--- src/rtl/ffma_pkg.sv ---
// shared types and constants for the foot-force moving average
`default_nettype none
package ffma_pkg;

   // samples per leg in the averaging window (power of two)
   localparam int WINDOW   = 8;
   localparam int LEGS     = 4;
   localparam int WIN_BITS = $clog2(WINDOW);

   localparam int RAW_W  = 16;
   localparam int SUM_W  = RAW_W + WIN_BITS;
   localparam int OUT_W  = 20;
   localparam int EXT_W  = RAW_W + WIN_BITS + 1;
   localparam int SAT_W  = (EXT_W > OUT_W) ? EXT_W : OUT_W + 1;
   localparam int CSR_W  = 16;
   localparam int CSR_IDX_W = 3;

   // register indexes on the csr port
   localparam logic [CSR_IDX_W-1:0] CSR_OFFSET_FL = 3'd0;
   localparam logic [CSR_IDX_W-1:0] CSR_OFFSET_FR = 3'd1;
   localparam logic [CSR_IDX_W-1:0] CSR_OFFSET_RL = 3'd2;
   localparam logic [CSR_IDX_W-1:0] CSR_OFFSET_RR = 3'd3;

   // leg numbering used inside the block
   localparam int LEG_FL = 0;
   localparam int LEG_FR = 1;
   localparam int LEG_RL = 2;
   localparam int LEG_RR = 3;

   localparam logic signed [RAW_W-1:0] OFFSET_RESET_FL = 16'sd3;
   localparam logic signed [RAW_W-1:0] OFFSET_RESET_FR = 16'sd22;
   localparam logic signed [RAW_W-1:0] OFFSET_RESET_RL = 16'sd92;
   localparam logic signed [RAW_W-1:0] OFFSET_RESET_RR = 16'sd72;

   typedef struct packed {
      logic signed [RAW_W-1:0] raw_fr;
      logic signed [RAW_W-1:0] raw_fl;
      logic signed [RAW_W-1:0] raw_rr;
      logic signed [RAW_W-1:0] raw_rl;
   } req_type;

   typedef struct packed {
      logic signed [OUT_W-1:0] filtered_fl;
      logic signed [OUT_W-1:0] filtered_fr;
      logic signed [OUT_W-1:0] filtered_rl;
      logic signed [OUT_W-1:0] filtered_rr;
   } rsp_type;

endpackage
`default_nettype wire

--- src/rtl/ffma_leg.sv ---
// one leg: sample ring, running sum and offset-corrected saturated result
`default_nettype none
module ffma_leg (
   input  wire logic                                clock,
   input  wire logic                                reset,
   input  wire logic                                advance,
   input  wire logic [ffma_pkg::WIN_BITS-1:0]       pos,
   input  wire logic signed [ffma_pkg::RAW_W-1:0]   sample,
   input  wire logic signed [ffma_pkg::RAW_W-1:0]   offset,
   output logic signed [ffma_pkg::OUT_W-1:0]        filtered
);
   import ffma_pkg::*;

   localparam logic signed [SAT_W-1:0] OUT_MAX = SAT_W'((1 << (OUT_W - 1)) - 1);
   localparam logic signed [SAT_W-1:0] OUT_MIN = -SAT_W'(1 << (OUT_W - 1));

   logic signed [RAW_W-1:0] ring_ff [WINDOW];
   logic signed [SUM_W-1:0] sum_ff;
   logic signed [SUM_W-1:0] sum_in;
   logic signed [RAW_W-1:0] oldest;
   logic signed [SAT_W-1:0] diff;

   assign oldest = ring_ff[pos];
   assign sum_in = sum_ff - SUM_W'(oldest) + SUM_W'(sample);

   always_ff @(posedge clock) begin
      if (reset) begin
         sum_ff <= '0;
         for (int i = 0; i < WINDOW; i++) begin
            ring_ff[i] <= '0;
         end
      end else if (advance) begin
         sum_ff       <= sum_in;
         ring_ff[pos] <= sample;
      end
   end

   // result for the request being accepted, from the updated sum
   always_comb begin
      diff = SAT_W'(sum_in) - (SAT_W'(offset) <<< WIN_BITS);
      if (diff > OUT_MAX) begin
         filtered = OUT_MAX[OUT_W-1:0];
      end else if (diff < OUT_MIN) begin
         filtered = OUT_MIN[OUT_W-1:0];
      end else begin
         filtered = diff[OUT_W-1:0];
      end
   end

endmodule
`default_nettype wire

--- src/rtl/foot_force_moving_average.sv ---
// a request accepted at one edge is registered in rsp_data_ff at that edge and shows at rsp_data right after it
// throughput: one request per cycle while req_stall is low; the four leg rings update in parallel in the accept cycle
// the input is stalled only while a finished result is held by rsp_stall
// reset (synchronous, active high) clears all sample rings, sums and the ring position,
// and loads the offsets with their defaults
`default_nettype none
module foot_force_moving_average (
   input  wire logic                              clock,
   input  wire logic                              reset,
   input  wire logic                              req_valid,
   output logic                                   req_stall,
   input  wire ffma_pkg::req_type                 req_data,
   output logic                                   rsp_valid,
   input  wire logic                              rsp_stall,
   output ffma_pkg::rsp_type                      rsp_data,
   input  wire logic                              csr_we,
   input  wire logic [ffma_pkg::CSR_IDX_W-1:0]    csr_index,
   input  wire logic [ffma_pkg::CSR_W-1:0]        csr_wdata
);
   import ffma_pkg::*;

   logic                    accept;
   logic [WIN_BITS-1:0]     pos_ff;
   logic [WIN_BITS-1:0]     pos_in;
   logic signed [RAW_W-1:0] offset_ff [LEGS];
   logic signed [RAW_W-1:0] sample [LEGS];
   logic signed [OUT_W-1:0] filtered [LEGS];
   logic                    rsp_valid_ff;
   rsp_type                 rsp_data_ff;
   rsp_type                 rsp_data_in;

   assign req_stall = rsp_valid_ff && rsp_stall;
   assign accept    = req_valid && !req_stall;
   assign rsp_valid = rsp_valid_ff;
   assign rsp_data  = rsp_data_ff;

   // hardware slot order to leg order
   assign sample[LEG_FL] = req_data.raw_fl;
   assign sample[LEG_FR] = req_data.raw_fr;
   assign sample[LEG_RL] = req_data.raw_rl;
   assign sample[LEG_RR] = req_data.raw_rr;

   assign pos_in = (pos_ff == WIN_BITS'(WINDOW - 1)) ? '0 : pos_ff + 1'b1;

   for (genvar g = 0; g < LEGS; g++) begin : g_leg
      ffma_leg u_leg (
         .clock    (clock),
         .reset    (reset),
         .advance  (accept),
         .pos      (pos_ff),
         .sample   (sample[g]),
         .offset   (offset_ff[g]),
         .filtered (filtered[g])
      );
   end

   always_comb begin
      rsp_data_in.filtered_fl = filtered[LEG_FL];
      rsp_data_in.filtered_fr = filtered[LEG_FR];
      rsp_data_in.filtered_rl = filtered[LEG_RL];
      rsp_data_in.filtered_rr = filtered[LEG_RR];
   end

   always_ff @(posedge clock) begin
      if (reset) begin
         pos_ff       <= '0;
         rsp_valid_ff <= 1'b0;
      end else begin
         if (accept) begin
            pos_ff <= pos_in;
         end
         if (accept) begin
            rsp_valid_ff <= 1'b1;
         end else if (!rsp_stall) begin
            rsp_valid_ff <= 1'b0;
         end
      end
   end

   always_ff @(posedge clock) begin
      if (accept) begin
         rsp_data_ff <= rsp_data_in;
      end
   end

   // offsets; writes to unknown indexes are dropped
   always_ff @(posedge clock) begin
      if (reset) begin
         offset_ff[LEG_FL] <= OFFSET_RESET_FL;
         offset_ff[LEG_FR] <= OFFSET_RESET_FR;
         offset_ff[LEG_RL] <= OFFSET_RESET_RL;
         offset_ff[LEG_RR] <= OFFSET_RESET_RR;
      end else if (csr_we) begin
         case (csr_index)
            CSR_OFFSET_FL: offset_ff[LEG_FL] <= csr_wdata[RAW_W-1:0];
            CSR_OFFSET_FR: offset_ff[LEG_FR] <= csr_wdata[RAW_W-1:0];
            CSR_OFFSET_RL: offset_ff[LEG_RL] <= csr_wdata[RAW_W-1:0];
            CSR_OFFSET_RR: offset_ff[LEG_RR] <= csr_wdata[RAW_W-1:0];
            default: ;
         endcase
      end
   end

   // input only backs up behind a held result
   a_stall_needs_result: assert property (@(posedge clock) disable iff (reset)
      req_stall |-> rsp_valid)
      else $error("request stalled with no result pending");

   a_accept_gives_result: assert property (@(posedge clock) disable iff (reset)
      accept |=> rsp_valid)
      else $error("accepted request produced no result");

   a_pos_advances: assert property (@(posedge clock) disable iff (reset)
      accept |=> pos_ff == $past(pos_in))
      else $error("ring position did not advance on accept");

   a_pos_holds: assert property (@(posedge clock) disable iff (reset)
      !accept |=> $stable(pos_ff))
      else $error("ring position moved without a request");

endmodule
`default_nettype wire
--- config.mk ---
export PLATFORM = sky130hd
export DESIGN_NAME = foot_force_moving_average
export DESIGN_NICKNAME = d
export VERILOG_FILES = /design/src/rtl/ffma_pkg.sv /design/src/rtl/ffma_leg.sv /design/src/rtl/foot_force_moving_average.sv
export SDC_FILE = /design/constraint.sdc
export NUM_CORES = 1
export LEC_CHECK = 0
export ABC_AREA = 0
export BUFFER_PORTS_ARGS = -buffer_cell sky130_fd_sc_hd__buf_2
export CAP_MARGIN = 20
export CORE_ASPECT_RATIO = 0.75
export CORE_MARGIN = 2
export CORE_UTILIZATION = 43
export DETAILED_ROUTE_END_ITERATION = 7
export PLACE_DENSITY = 0.56
export SLEW_MARGIN = 25
export SYNTH_ARGS = -nofsm -noshare
export SYNTH_HDL_FRONTEND = slang
export SYNTH_HIERARCHICAL = 1
export SYNTH_SLANG_ARGS = --single-unit
--- constraint.sdc ---
create_clock -name clock -period 19.7 [get_ports clock]
set_input_delay 0.985 -clock clock [delete_from_list [all_inputs] [get_ports clock]]
set_output_delay 0.985 -clock clock [all_outputs]
set_load 0.1 [all_outputs]
---- Yosys cells after proc, flatten, opt, wreduce, memory -nomap -nowiden ----
Memories as Yosys holds them, arrays and structs flattened. A register that Yosys moved wholly into a read port is not among the register bits.
Cells that the tools add are included.
word-level totals
  latch bits .............................. 0
  memories ................................ 5
  word-level logic and storage cells ...... 105
  RAM bits ................................ 576
  output and inout bits ................... 82
  memory bits (read-only) ................. 0
  input bits .............................. 88
  register bits ........................... 160
memories
  name                    depth  bits a word  read ports  clocked after Yosys merged registers in  wr ports  line                             RTL
  g_leg[0].u_leg.ring_ff  8      16           1           1                                        8         ffma_leg.sv:17                   logic signed [RAW_W-1:0] ring_ff [WINDOW];
  g_leg[1].u_leg.ring_ff  8      16           1           1                                        8         ffma_leg.sv:17
  g_leg[2].u_leg.ring_ff  8      16           1           1                                        8         ffma_leg.sv:17
  g_leg[3].u_leg.ring_ff  8      16           1           1                                        8         ffma_leg.sv:17
  offset_ff               4      16           4           0                                        4         foot_force_moving_average.sv:25  logic signed [RAW_W-1:0] offset_ff [LEGS];
cells by class
  magnitude comparators ................... 8
  reduce and logical (&&, ||, !) cells .... 8
  bitwise gates (word level) .............. 4
  div/mod/pow operators ................... 0
  multiplexer cells ....................... 52
  equal/unequal tests ..................... 5
  add/sub/neg operators ................... 13
  shifts and indexed selects .............. 0
  multipliers ............................. 0
operators with widths
  kind                  number
  $mux 16               8
  $gt 21x20->1 const B  4
  $lt 21x20->1 const B  4
  $mux 20               4
  $sub 19x19->20        4
  $add 19x16->19        4
  $sub 19x16->19        4
  $reduce_or 16->1      4
  $mux 3                13
  $mux 1                27
  $eq 3x2->1 const B    2
  $or 1x1->1            4
  $add 3x1->3 const B   1
  $eq 3x1->1 const B    1
  $eq 3x3->1 const B    1
  $logic_not 3->1       1
  $logic_and 1x1->1     2
  $ne 2x1->1 const B    1
  $logic_not 1->1       1

---- Logic depth before layout (Yosys ltp) ----
Gate-level depths: netlist (run 1).
  depth in word-level cells ............... 8
  mapped depth ............................ 25
  mapped depth without buffers ............ 23

---- Modules after synthesis ----
The synthesis (run 1) kept the hierarchy.
by module, submodules not included
  module                      cells each  seq. area each (um^2)  times used  area each (um^2)
  ffma_leg at g_leg[2].u_leg  871         4224.1                 1           9043.7
  ffma_leg at g_leg[1].u_leg  790         4224.1                 1           8799.7
  ffma_leg at g_leg[3].u_leg  794         4224.1                 1           8440.6
  ffma_leg at g_leg[0].u_leg  775         4224.1                 1           8346.8
  foot_force_moving_average   248         4404.2                 1           5066.1

---- Worst setup path after synthesis (run 1) ----
Ideal clock, no wire load.
  kind .................................... input -> register
  start ................................... input req_valid
  end ..................................... memory g_leg[2].u_leg.ring_ff[5][0] (enable)
  buffers on the path ..................... 1
  arrival ................................. 7638 ps
  slack ................................... 11651 ps
  data required time ...................... 19289 ps
  library setup time ...................... 411 ps
  cell stages on the path ................. 4
  cell sequence ........................... a21boi_1 nand3_1 clkbuf_1 o21ai_0
RTL lines
  element      line                             RTL
  from (decl)  foot_force_moving_average.sv:10  input wire logic req_valid,
  to (decl)    ffma_leg.sv:17

==> metrics.txt, run 1 <==
worst setup path startpoint=pos_ff[1]; share of cells above drive strength 1=0.132; R2R Path End=rsp_data[37]; Setup crit end=rsp_data[37]; CTS resizes=0; post-layout util=0.486; DP HPWL=72.5 mm; Seq/Total Area, Yosys=0.537; nets@finish=3887; post-route DRC violation count=0; clk_lat worst skew=around 0.64 ns; Crit Path Category=reg2reg; fin. max-slew vios=0; met2 routed WL=45.8 mm; # Post-CTS Setup Buffers=0; total power=about 8600 uW; Post-synth EDFFs=656; Area after DPL=~42000 um2; Final Wtd Congestion=0.842; CTS sink count=736; Max IR drop VDD=0.199 mV; R2R Setup Slk=around 13 ns; worst hold path class=reg2reg; wirelength, routed=between 100 and 150 mm; port bufs=169; cts hold-fix bufs=0; Tot GR Track Use=0.232; fill cell count=about 8400; initial core utilization=0.434; # H-tree levels=3; highest routed layer=met4; FF+latch count, synth=736; fin area=~44000 um2; clk slew on worst S/H paths=approximately 0.060 ns; CP Max Fanout=between 60 and 70; FP Rows=96; final hold violation count=0; Clock Path Buffers=3; Async SR Flop Fraction=0; met1 WL=~56 mm; max_slew headroom=0.305; CP Data Arrival Time=6.77 ns; root buf cell=clkbuf_16; status=complete, no violations; Tmin final=6.43 ns; P&R area growth vs syn=12.1%; WL met3=around 7.2 mm; num ports=170; Synth Warn #=6; slew of the pin with the lowest slew margin=1.04 ns; Final ANT Viol Nets=0; Post-Syn Instances=about 3500; vias in the first global route=26900; Hold WS=about 0.47 ns; DR vias=around 28000; Reg2Reg Launch Point=pos_ff[1]; FMAX=156 MHz; most common flop cell mapped by yosys=edfxtp_1; crit share post-route=0.326; die width=about 350 um; die area=94800 um2; crit start category=flip-flop; mapped cell area=between 30000 and 40000 um2; TritonCTS clock tree=built; DRT iter0 DRCs=~2700; first-pass GRT wire length=about 170 mm; Worst Reg-to-Reg Cells=18; syn nets=3788; Lkg Pwr=around 0.017 uW; largest net degree at the start of global routing=99; Max-Cap Viols=0; final setup violating endpoints=0; number of vias per cell=approximately 5.7; GRT overflow=0; pwr/cell area=approximately 190 nW/um2; Avg Cell Area, Syn=11.4 um2; Routed WL per cell=about 23 um; Worst Skew=0.0241 ns; die span in y=267 um; setup tns final=0 ns; DRT Pass-1 Iters=5; RSZ-0062 raised after global routing=no; Setup crit end kind=flip-flop; worst path required time=20.04 ns; Num CTS Buffers=80; total core area=91500 um2; initial antenna violation count=8; count of cell types in the netlist=97
sequential cells by signal (all words and copies together) (netlist names):
register             cells
rsp_data                80
g_leg.u_leg/sum_ff      76
offset_ff               64
pos_ff                   3
rsp_valid                1
g_leg.u_leg/ring_ff    512
layout by cell type, fill, tap and decap left out, drive strengths merged, types with 10 or more instances in the layout:
master | Yosys | routed
a221oi | 17 | 17
mux2i | 72 | 72
nand2b | 24 | 24
a21o | 55 | 55
clkinv | 40 | 62
nor2b | 37 | 37
bufinv | 0 | 10
nor2 | 143 | 143
a22o | 13 | 13
nand4 | 41 | 41
buf | 54 | 231
mux2 | 25 | 25
a221o | 11 | 11
and3 | 107 | 107
o21ai | 92 | 92
inv | 325 | 329
and2 | 135 | 135
nand2 | 106 | 106
xnor2 | 67 | 67
nand3 | 36 | 36
o21a | 26 | 26
nor3b | 12 | 12
o21bai | 12 | 12
nor3 | 339 | 339
or2 | 14 | 14
mux4 | 32 | 32
a22oi | 131 | 131
a31oi | 22 | 22
nor4 | 70 | 70
fa | 76 | 76
dfxtp | 80 | 80
nand3b | 18 | 18
xor2 | 51 | 51
clkbuf | 160 | 107
ha | 146 | 146
edfxtp | 656 | 656
a21oi | 111 | 111
worst min path at each step:
stage / from / to / slack (ns) / cells after the start
global route: g_leg[2].u_leg/sum_ff[9] / g_leg[2].u_leg/sum_ff[9] / 0.51 / 2
finish: g_leg[2].u_leg/sum_ff[9] / g_leg[2].u_leg/sum_ff[9] / 0.47 / 2
detailed placement: g_leg[3].u_leg/sum_ff[17] / g_leg[3].u_leg/sum_ff[17] / 0.46 / 1
global placement: g_leg[3].u_leg/sum_ff[17] / g_leg[3].u_leg/sum_ff[17] / 0.46 / 1
CTS: g_leg[2].u_leg/sum_ff[9] / g_leg[2].u_leg/sum_ff[9] / 0.47 / 2
floorplan: g_leg[3].u_leg/sum_ff[13] / g_leg[3].u_leg/sum_ff[13] / 0.44 / 1
logic make-up (layout without fill, tap and decap cells):
family	after synthesis	in the layout	share of synthesized area
adder cells (fa/ha/maj)	222	222	0.0843
other	0	3	0
AND/OR/NAND/NOR	1115	1115	0.152
multiplexers	129	129	0.0435
AO/OA/AOI/OAI	579	579	0.101
XOR/XNOR	118	118	0.0260
flip-flops	736	736	0.537
buffers and inverters	579	744	0.0561
layer usage:
| layer | up-vias | global-route usage |
|---|---|---|
| met4 | 0 | 0.0514 |
| li1 | 13000 | - |
| met2 | 876 | 0.327 |
| met1 | 13800 | 0.372 |
| met3 | 113 | 0.0373 |
| met5 | - | 0 |
worst max-delay path, cell delays in order (launching register included):
cell       delay, ns
dfxtp_4         0.71
buf_4           0.70
mux4_2          0.59
mux2_2          0.29
fa_1            0.48
inv_1           0.07
fa_1            0.47
a211oi_1        0.36
o21ai_1         0.20
a21oi_2         0.30
o21ai_0         0.19
xnor2_1         0.24
ha_1            0.37
a21oi_1         0.19
nor2_1          0.05
nor2_1          0.15
nor2_1          0.07
a2111oi_0       0.37
o311ai_0        0.21
area by class of cell:
class	instances	area (um2)	share of cell area
antenna	3	7.51	0.000169
clock buffer	107	2200	0.0494
clock inverter	41	484	0.0109
inverter	365	1370	0.0308
multi-input combinational	2163	16300	0.366
sequential	736	21300	0.479
tap	1225	1530	0.0344
timing repair buffer	231	1320	0.0296
stage by stage:
stage	cells	setup WS (ns)
after floorplan	3478	11.65
after detailed placement	4720	13.41
after global routing	4869	12.87
after CTS	4868	13.36
after global placement	4720	13.48
final	4871	13.27
power by group:
group          switching (uW)  internal (uW)
sequential                109           2110
combinational            3130           1670
clock                     648            919
cells in the mapped netlist (76+ instances only):
cell | number | area [um2]
a21oi_1 | 109 | 546
a22oi_1 | 131 | 983
and2_1 | 134 | 838
and3_1 | 105 | 657
clkbuf_1 | 152 | 571
dfxtp_1 | 80 | 1600
edfxtp_1 | 656 | 19700
fa_1 | 76 | 1520
ha_1 | 146 | 1830
inv_1 | 324 | 1220
nand2_1 | 105 | 394
nor2_1 | 142 | 533
nor3_1 | 337 | 1690
o21ai_0 | 87 | 435
No activity file was read; power rests on OpenSTA's default activity.
==> run 2: changes to the inputs <==
- clock period: 19.7 -> 6.1 ns (I/O delays scaled with it)
==> metrics.txt, run 2 (synthesis results as in run 1) <==
fill cell count=between 8000 and 9000; DP HPWL=75.5 mm; # H-tree levels=3; initial core utilization=0.434; worst path required time=between 6 and 7 ns; DRT Pass-1 Iters=6; Crit Path Category=reg2reg; die width=355 um; Setup crit end=rsp_data[37]; wirelength, routed=113 mm; port bufs=169; RSZ-0062 raised after global routing=no; total core area=~90000 um2; slew of the pin with the lowest slew margin=1.02 ns; Worst Skew=0.0213 ns; Tot GR Track Use=0.235; Worst Reg-to-Reg Cells=19; crit share post-route=0.949; commonest non-fill, non-tap cell in the layout=edfxtp_1; family with the most delay on the worst path=compound AO/OA/AOI/OAI gates; R2R Setup Slk=around 0.31 ns; root buf cell=clkbuf_16; Slowest-stage cell, CP=dfxtp_4; final hold violation count=0; DR vias=roughly 28000; CP Max Fanout=13; Final ANT Viol Nets=0; DRT iter0 DRCs=approximately 2900; CP Buf/Inv Count=2; number of vias per cell=between 5 and 6; GRT overflow=0; CP Data Arrival Time=6.15 ns; worst setup path startpoint=pos_ff[2]; clk_lat worst skew=roughly 0.63 ns; share of cells above drive strength 1=0.136; status=complete, no violations; Hold WS=0.0484 ns; highest routed layer=met4; fin. max-slew vios=0; Lkg Pwr=0.0176 uW; num ports=170; pwr/cell area=621 nW/um2; TritonCTS clock tree=built; met2 routed WL=46.0 mm; initial antenna violation count=2; max_slew headroom=0.318; first-pass GRT wire length=171 mm; die area=roughly 95000 um2; hold depth=2; Final Wtd Congestion=0.870; dpl cells=4740; R2R Path End=rsp_data[37]; final setup violating endpoints=0; FP Rows=96; Clock Path Buffers=3; post-route DRC violation count=0; Tmin final=approximately 5.8 ns; largest net degree at the start of global routing=118; Setup crit end kind=flip-flop; CTS sink count=736; crit path cell chain=buf_4 > nor2b_1 > a22oi_1 > o221ai_1 > fa_1 > inv_1 > ha_1 > and2_1 > a221oi_2 > a211oi_2 > nor2_2 > o21ai_0 > xor2_1 > ha_1 > and4_1 > o21a_1 > o31a_1 > nor2b_1 > o311ai_1; Num CTS Buffers=81; die span in y=267 um; worst hold path class=in2reg; FMAX=173 MHz; clk slew on worst S/H paths=0.06 ns; crit start category=flip-flop; non-filler cells in the finished layout=between 4000 and 5000; vias in the first global route=26900; met1 WL=57.1 mm; Routed WL per cell=22.9 um; nets@finish=3951; most frequent cells in the layout=656 x edfxtp_1, 335 x nor3_1, 324 x inv_1, 168 x buf_2, 146 x ha_1; Reg2Reg Launch Point=pos_ff[2]; WL met3=7.83 mm; CP peak stage delay=0.61 ns; Max IR drop VDD=0.617 mV; Max-Cap Viols=0; CP Depth=19; max reg flops=512; Most flops, register=g_leg.u_leg/ring_ff; P&R area growth vs syn=13.8%
==> run 2: cell count changes in the layout (fill, tap and decap cells not counted), moves of 3 or more <==
cell / change
dlygate4sd3_1: +39
clkbuf_8: +3
buf_4: +15
buf_12: +8
bufinv_16: -3
==> run 2: area by class of cell <==
type | instances | area, um2 | share of cell area
clock buffers | 112 | 2290 | 0.0507
flip-flops and latches | 736 | 21300 | 0.472
inverters | 365 | 1370 | 0.0303
diodes | 2 | 5.00 | 0.000111
repair buffers | 294 | 2010 | 0.0445
clock inverters | 36 | 370 | 0.00820
multi-input cells | 2163 | 16300 | 0.360
well taps | 1225 | 1530 | 0.0339
==> run 2: worst min-delay path by stage <==
stage                                    startpoint                             to  slack (ns)
after floorplan                           req_valid                      rsp_valid        0.42
after global placement     g_leg[2].u_leg/sum_ff[5]       g_leg[2].u_leg/sum_ff[5]        0.46
after detailed placement  g_leg[3].u_leg/sum_ff[13]      g_leg[3].u_leg/sum_ff[13]        0.46
after CTS                              req_data[61]  g_leg[1].u_leg/ring_ff[0][13]       0.003
after global routing                   req_data[61]  g_leg[1].u_leg/ring_ff[5][13]        0.02
final                                  req_data[61]  g_leg[1].u_leg/ring_ff[4][13]        0.05
==> run 2: stage by stage <==
step	power (uW)	cell area [um2]	TNS [ns]	utilization	setup slack, ns
6_report	28100	45200	0	0.493	0.314
2_1_floorplan	18900	39700	0	-	0.147
3_3_place_gp	22800	42000	0	0.459	0.108
5_1_grt	30000	45200	0	0.493	0.00568
4_1_cts	28000	45100	0	0.493	0.00717
3_5_place_dp	22800	42000	-0.0425	0.459	-0.0425
==> run 2: power breakdown <==
| part | internal (uW) | switching, uW | total, uW |
|---|---|---|---|
| Combinational | 5570 | 10400 | 15900 |
| Clock | 2920 | 2060 | 4980 |
| Sequential | 6800 | 333 | 7140 |
| Total | 15300 | 12800 | 28100 |
==> run 2: repair_timing <==
action,CTS,global route
endpoints found under the setup margin,1,11
buffers inserted,1,3
endpoints found under the hold margin,60,0
hold buffers,39,0
gates resized for setup,1,3
==> run 2: layer usage <==
layer  up-vias  track usage
li1      13100            -
met2       986        0.325
met3       129       0.0348
met4         0       0.0527
met5         -            0
met1     13900        0.384
